===== src/rtl/vqbfd_pkg.sv =====
// Shared types, layout table, command codes and register indexes for the block frame decoder.
// No dependencies.
package vqbfd_pkg;

    localparam logic [1:0] CMD_LOAD_WORD  = 2'd0;
    localparam logic [1:0] CMD_LOAD_COLOR = 2'd1;
    localparam logic [1:0] CMD_DECODE     = 2'd2;
    localparam logic [1:0] CMD_RESTART    = 2'd3;

    localparam logic [1:0] FILL_C0     = 2'd0;
    localparam logic [1:0] FILL_TABLE  = 2'd1;
    localparam logic [1:0] FILL_DIRECT = 2'd2;

    localparam logic [3:0] NUM_LAYOUTS = 4'd10;

    localparam logic [2:0] REG_MODE = 3'd0;
    localparam logic [2:0] REG_BPR  = 3'd1;
    localparam logic [2:0] REG_ROWS = 3'd2;
    localparam logic [2:0] REG_LW   = 3'd3;
    localparam logic [2:0] REG_BASE = 3'd4;

    typedef struct packed {
        logic [3:0]  count;
        logic [1:0]  cw_shift;
        logic [3:0]  col_step;
        logic [3:0]  row_lines;
        logic        wide;
        logic [1:0]  fill;
        logic        half;
        logic [23:0] line;
        logic [7:0]  xoff;
        logic [23:0] word;
    } layout_t;

    // One decoded block handed from the front to the back.
    typedef struct packed {
        logic [31:0] base;
        logic [14:0] stride;
        logic [15:0] code;
        logic        solid;
        logic [31:0] fillword;
        logic        frame_end;
        logic [3:0]  mode;
    } job_t;

    function automatic layout_t layout_of(input logic [3:0] m);
        layout_t l;
        l = '0;
        case (m)
            4'd0: l = '{4'd8, 2'd3, 4'd8, 4'd4, 1'b1, FILL_TABLE, 1'b0,
                        {3'd3,3'd3,3'd2,3'd2,3'd1,3'd1,3'd0,3'd0}, 8'b10101010,
                        {3'd7,3'd6,3'd5,3'd4,3'd3,3'd2,3'd1,3'd0}};
            4'd1: l = '{4'd4, 2'd3, 4'd8, 4'd4, 1'b1, FILL_TABLE, 1'b0,
                        {12'd0,3'd2,3'd2,3'd0,3'd0}, 8'b00001010,
                        {12'd0,3'd5,3'd4,3'd1,3'd0}};
            4'd2: l = '{4'd2, 2'd1, 4'd4, 4'd2, 1'b0, FILL_C0, 1'b0,
                        {18'd0,3'd1,3'd0}, 8'b0, {18'd0,3'd1,3'd0}};
            4'd3: l = '{4'd4, 2'd2, 4'd4, 4'd4, 1'b0, FILL_C0, 1'b0,
                        {12'd0,3'd3,3'd2,3'd1,3'd0}, 8'b0,
                        {12'd0,3'd3,3'd2,3'd1,3'd0}};
            4'd4: l = '{4'd2, 2'd2, 4'd2, 4'd2, 1'b0, FILL_C0, 1'b1,
                        {18'd0,3'd1,3'd0}, 8'b0, {18'd0,3'd2,3'd0}};
            4'd5: l = '{4'd2, 2'd1, 4'd2, 4'd2, 1'b0, FILL_C0, 1'b1,
                        {18'd0,3'd1,3'd0}, 8'b0, {18'd0,3'd2,3'd0}};
            4'd6: l = '{4'd8, 2'd3, 4'd8, 4'd4, 1'b1, FILL_DIRECT, 1'b0,
                        {3'd3,3'd3,3'd2,3'd2,3'd1,3'd1,3'd0,3'd0}, 8'b10101010,
                        {3'd7,3'd6,3'd5,3'd4,3'd3,3'd2,3'd1,3'd0}};
            4'd7: l = '{4'd4, 2'd2, 4'd8, 4'd2, 1'b1, FILL_DIRECT, 1'b0,
                        {12'd0,3'd1,3'd1,3'd0,3'd0}, 8'b00001010,
                        {12'd0,3'd3,3'd2,3'd1,3'd0}};
            4'd8: l = '{4'd8, 2'd3, 4'd4, 4'd8, 1'b0, FILL_C0, 1'b0,
                        {3'd7,3'd6,3'd5,3'd4,3'd3,3'd2,3'd1,3'd0}, 8'b0,
                        {3'd7,3'd6,3'd5,3'd4,3'd3,3'd2,3'd1,3'd0}};
            4'd9: l = '{4'd8, 2'd3, 4'd8, 4'd4, 1'b0, FILL_C0, 1'b0,
                        {3'd3,3'd3,3'd2,3'd2,3'd1,3'd1,3'd0,3'd0}, 8'b10101010,
                        {3'd7,3'd6,3'd5,3'd4,3'd3,3'd2,3'd1,3'd0}};
            default: l = '0;
        endcase
        return l;
    endfunction

endpackage


===== src/rtl/vqbfd_queue.sv =====
// Two-entry job queue between the front and back ends. Uses vqbfd_pkg.
module vqbfd_queue (
    input  logic            clk,
    input  logic            rst_n,
    input  logic            wr_valid,
    output logic            wr_ready,
    input  vqbfd_pkg::job_t wr_job,
    output logic            rd_valid,
    input  logic            rd_ready,
    output vqbfd_pkg::job_t rd_job
);

    vqbfd_pkg::job_t mem_reg [2];
    logic       wptr_reg, rptr_reg;
    logic [1:0] cnt_reg;
    logic       push, pop;

    assign wr_ready = cnt_reg != 2'd2;
    assign rd_valid = cnt_reg != 2'd0;
    assign rd_job   = mem_reg[rptr_reg];
    assign push     = wr_valid && wr_ready;
    assign pop      = rd_valid && rd_ready;

    // Pointers and fill count.
    always_ff @(posedge clk or negedge rst_n)
    begin
        if (!rst_n)
        begin
            wptr_reg <= 1'b0;
            rptr_reg <= 1'b0;
            cnt_reg  <= '0;
        end
        else
        begin
            if (push)
                wptr_reg <= !wptr_reg;
            if (pop)
                rptr_reg <= !rptr_reg;
            cnt_reg <= cnt_reg + 2'(push) - 2'(pop);
        end
    end

    // Entry storage.
    always_ff @(posedge clk)
    begin
        if (push)
            mem_reg[wptr_reg] <= wr_job;
    end

endmodule


===== config.mk =====
export PLATFORM = sky130hd
export DESIGN_NAME = vqbfd_queue
export DESIGN_NICKNAME = d
export VERILOG_FILES = /design/src/rtl/vqbfd_pkg.sv /design/src/rtl/vqbfd_queue.sv
export SDC_FILE = /design/constraint.sdc
export NUM_CORES = 1
export LEC_CHECK = 0
export BUFFER_PORTS_ARGS = -buffer_cell sky130_fd_sc_hd__buf_2
export CAP_MARGIN = 20
export CORE_MARGIN = 2
export CORE_UTILIZATION = 35
export DETAILED_ROUTE_END_ITERATION = 8
export GPL_TIMING_DRIVEN = 0
export SETUP_SLACK_MARGIN = 0.1
export SYNTH_ARGS = -nofsm -noshare
export SYNTH_HDL_FRONTEND = slang
export SYNTH_SLANG_ARGS = --single-unit

===== constraint.sdc =====
create_clock -name clk -period 9.05 [get_ports clk]
set_clock_uncertainty 0.2 [all_clocks]
set_input_delay 0.4525 -clock clk [delete_from_list [all_inputs] [get_ports clk]]
set_output_delay 0.4525 -clock clk [all_outputs]
set_load 0.005 [all_outputs]

==> impl_summary.txt <==
----------------------------------------------------
[Status]
  Outcome ... finished clean

[Critical path]
  Required time of the worst setup path ... ~8.4 ns
  Max incr delay on CP ... 0.36 ns
  Bufs and invs on worst path ... 3
  Crit path max-delay cell type ... mux2_2
  Top Family by Delay on Critical Path ... buffers and inverters
  Count of cell instances traversed by the critical path ... 4
  Number of cell instances on the worst register-to-register path ... 5
  Startpoint type of the worst setup path ... flop
  Category of the worst setup path capture point ... output pin
  Worst path cell trace ... buf_4 > buf_6 > mux2_2 > buf_2
  Data arrival, critical path ... 1.81 ns
  Critical path class ... flop to output pin
  Worst Path Max Fanout ... 10

[Global routing]
  Largest net degree at the start of global routing ... 63
  Global-route usage over all layers ... 0.126
  Met3 Use GR ... 0.0400
  Number of global-route vias before repair ... 4631
  Global-route wire length before repair ... 22.4 mm
  Global routing's busiest layer ... met2
  Global routing met2 resource utilization ... 0.230
  GR Util met1 ... 0.141
  Remaining global-route overflow ... 0
  Antenna violations before repair ... 1

[Timing]
  Setup-failing EPs final ... 0
  Final total negative setup slack ... 0 ns
  Final number of hold-violating endpoints ... 0
  Count of final max-slew check failures ... 0
  Remaining max-slew budget at the tightest pin ... 0.536
  RSZ-0062 raised after global routing ... false
  Post-route fraction of the period consumed by the critical path ... 0.272
  Achievable frequency ... 407 MHz
  Worst-Margin Slew ... 0.695 ns
  Time the final worst path needs with I/O delays and setup ... 2.46 ns

[Yosys]
  Number of distinct library cells after synthesis ... 19
  Ranking of synthesized cells by area ... edfxtp_1 81%, mux2_2 15%, dfrtp_1 1.3%
  Largest family of logic cells by synthesized area ... multiplexers
  Top cell type by total area after synthesis ... edfxtp_1
  Sequential share of the synthesized area ... 0.818
  Synthesized-area fraction occupied by adder cells ... 0.00166
  Compound-gate portion of the synthesized area ... 0.00316
  Yosys Warn Count ... 0
  Basic-gate share of the synthesized area counting and, or, nand and nor cells ... 0.00797
  Summed instance area of the synthesized netlist ... 0.00753 sq mm
  Post-synthesis share of cell area spent on xor and xnor gates ... 0.00349
  Syn_area_per_cell ... 22.4 sq um
  Mux cell area share after synthesis ... 0.151
  Post-synthesis cell count ... 336
  Top-area cell type share of the netlist area ... 0.805
  Net count after synthesis ... 442
  Count of state elements after synthesis ... 206

[Route]
  Total detailed-routing wirelength ... 15.1 mm
  Antenna-violating nets left ... 0
  Initial drt markers ... 166
  Routed wire length per instance ... between 15 and 20 um
  Routed via count ... 4311
  Average vias per placed instance ... 4.47
  First drt pass iteration count ... 4
  # DRC ... 0

[Final layout]
  Total Nets Final ... 780
  Layout overhead on the synthesized area ... 42.8%
  Proportion of layout cells with a drive suffix above 1 ... 0.514
  Post-route cell area ... ~0.011 sq mm
  Filler Cell Count ... 1746
  Max reg flops ... 202

[Placed design]
  Post-DP HPWL ... 9.58 mm
  Number of I/O port buffers ... between 200 and 250
  Placed Instance Area ... roughly 0.0090 sq mm
  Routability congestion estimate from global placement ... 0.680

[Floorplan]
  Floorplan row count ... 53
  Overall die width ... between 150 and 200 um
  Initial core utilization ... 0.357
  DIE HEIGHT ... between 150 and 200 um
  I/O pin cnt ... around 210
  Die footprint ... 0.0227 sq mm
  Core outline area ... around 0.021 sq mm

[Clock network]
  CTS tree ... built
  Number of buffers created by CTS ... 23
  Clock latency on the worst-skew pair ... 0.49 ns
  Setup Fix Bufs, Post-CTS ... 0
  Number of gates resized after CTS ... 0
  CTS clock-pin slew for the worst setup and hold paths ... approximately 0.05 ns
  Clock Root Buffer ... clkbuf_16
  Maximum clock insertion buffer count ... 3
  H-Tree Level Count ... 1
  Count of clock tree sinks ... 206

[Min path]
  Cell depth of the worst min-delay path ... 3
  Hold Crit Class ... input pin to flop

[Power and ir drop]
  Lkg Pwr ... 0.00405 uW
  IR drop worst, VDD ... 183 uV
  Power per Cell Area ... 292 mW/mm^2

[Flow run]
  Max-capacitance violation count ... 0

----------------------------------------------------
==> path summary, 6_finish.rpt <==
kind	start	end	slack [ns]
setup / recovery	rptr_reg$_DFFE_PN0P_	rd_job[59]	6.59
hold / removal	rd_ready	rptr_reg$_DFFE_PN0P_	0.07
setup reg to reg	cnt_reg[0]$_DFF_PN0_	mem_reg[0][68]$_DFFE_PP_	6.69
hold reg to reg	wptr_reg$_DFFE_PN0P_	wptr_reg$_DFFE_PN0P_	0.37
max in group asynchronous	rst_n	wptr_reg$_DFFE_PN0P_	8.40
min in group asynchronous	rst_n	cnt_reg[0]$_DFF_PN0_	0.13
==> what timing repair did <==
item                                    CTS  global route
hold buffers                            102             0
endpoints found under the setup margin    0             0
endpoints found under the hold margin   206             0
==> worst register-to-register path, stage by stage, from the launching register on <==
cell      delay, ns
dfrtp_1        0.43
nand2b_1       0.20
nand2_1        0.13
nor2_4         0.56
buf_12         0.28
buf_12         0.23
==> report_power, final <==
part	leakage [uW]	internal, uW	switching [uW]
clock	0.000347	549	337
sequential	0.00193	1300	49.3
combinational	0.00178	471	428
total	0.00405	2320	814
==> layer usage <==
metal	wire length, um	part of all wire	up-vias
met5	0	0	-
met4	351	0.023	0
met3	1200	0.079	32
met2	7620	0.50	152
met1	5960	0.39	2115
li1	-	-	2012
==> cells by family after synthesis <==
logic type | after synthesis
DFF | 206
muxes | 101
and+or+nand+nor | 11
AOI/OAI and AO/OA | 3
buffers and inverters | 11
adders and majority gates | 1
xor gates and xnor gates | 3
==> per-stage QoR <==
stage | utilization | total power (uW) | cells | worst slack (ns) | hold slack (ns)
after global routing | 0.510 | 3310 | 965 | 6.48 | 0.0636
after floorplan | - | 1890 | 336 | 3.44 | -0.0431
final | 0.510 | 3140 | 965 | 6.59 | 0.0681
after detailed placement | 0.427 | 2260 | 822 | 6.69 | 0.0643
after CTS | 0.510 | 3190 | 964 | 6.52 | 0.0457
after global placement | 0.423 | 2240 | 818 | 1.07 | 0.0592
==> placed cells by master (no fill, tap or decap) <==
master         count
o21ai_0            1
clkinv_1           6
dlygate4sd3_1    102
dfrtp_1            4
or2_2              1
diode_2            1
nand3_1            1
buf_6              8
nor2_4             1
clkbuf_16         23
a311oi_1           1
mux2_2           101
ha_1               1
o21ba_2            1
nor4bb_1           1
nor2b_1            1
buf_12             3
edfxtp_1         202
and3_4             1
buf_16             1
clkbuf_1           7
buf_2            209
nor2_1             2
nand2b_1           1
xnor2_1            3
clkinv_2           1
nand2_1            2
buf_4              1
bufinv_16          3
==> synthesized netlist by cell type <==
master,count
xnor2_1,3
nand2_1,2
ha_1,1
buf_6,8
nand2b_1,1
nand3_1,1
buf_4,1
nor2b_1,1
or2_2,1
nor2_1,3
buf_2,2
mux2_2,101
nor4bb_1,1
dfrtp_1,4
and3_2,1
o21ba_2,1
o21ai_0,1
edfxtp_1,202
a311oi_1,1
==> layout make-up <==
type                    instances  area, sq um  share of cell area
flip-flops and latches        206         6170               0.573
repair buffers                313         2140               0.199
multi-input cells             119         1270               0.118
clock buffers                  30          602              0.0560
well taps                     275          344              0.0320
clock inverters                10          118              0.0109
plain buffers                  11          108              0.0100
diodes                          1         2.50            0.000233
(Power assumes the default switching activity.)
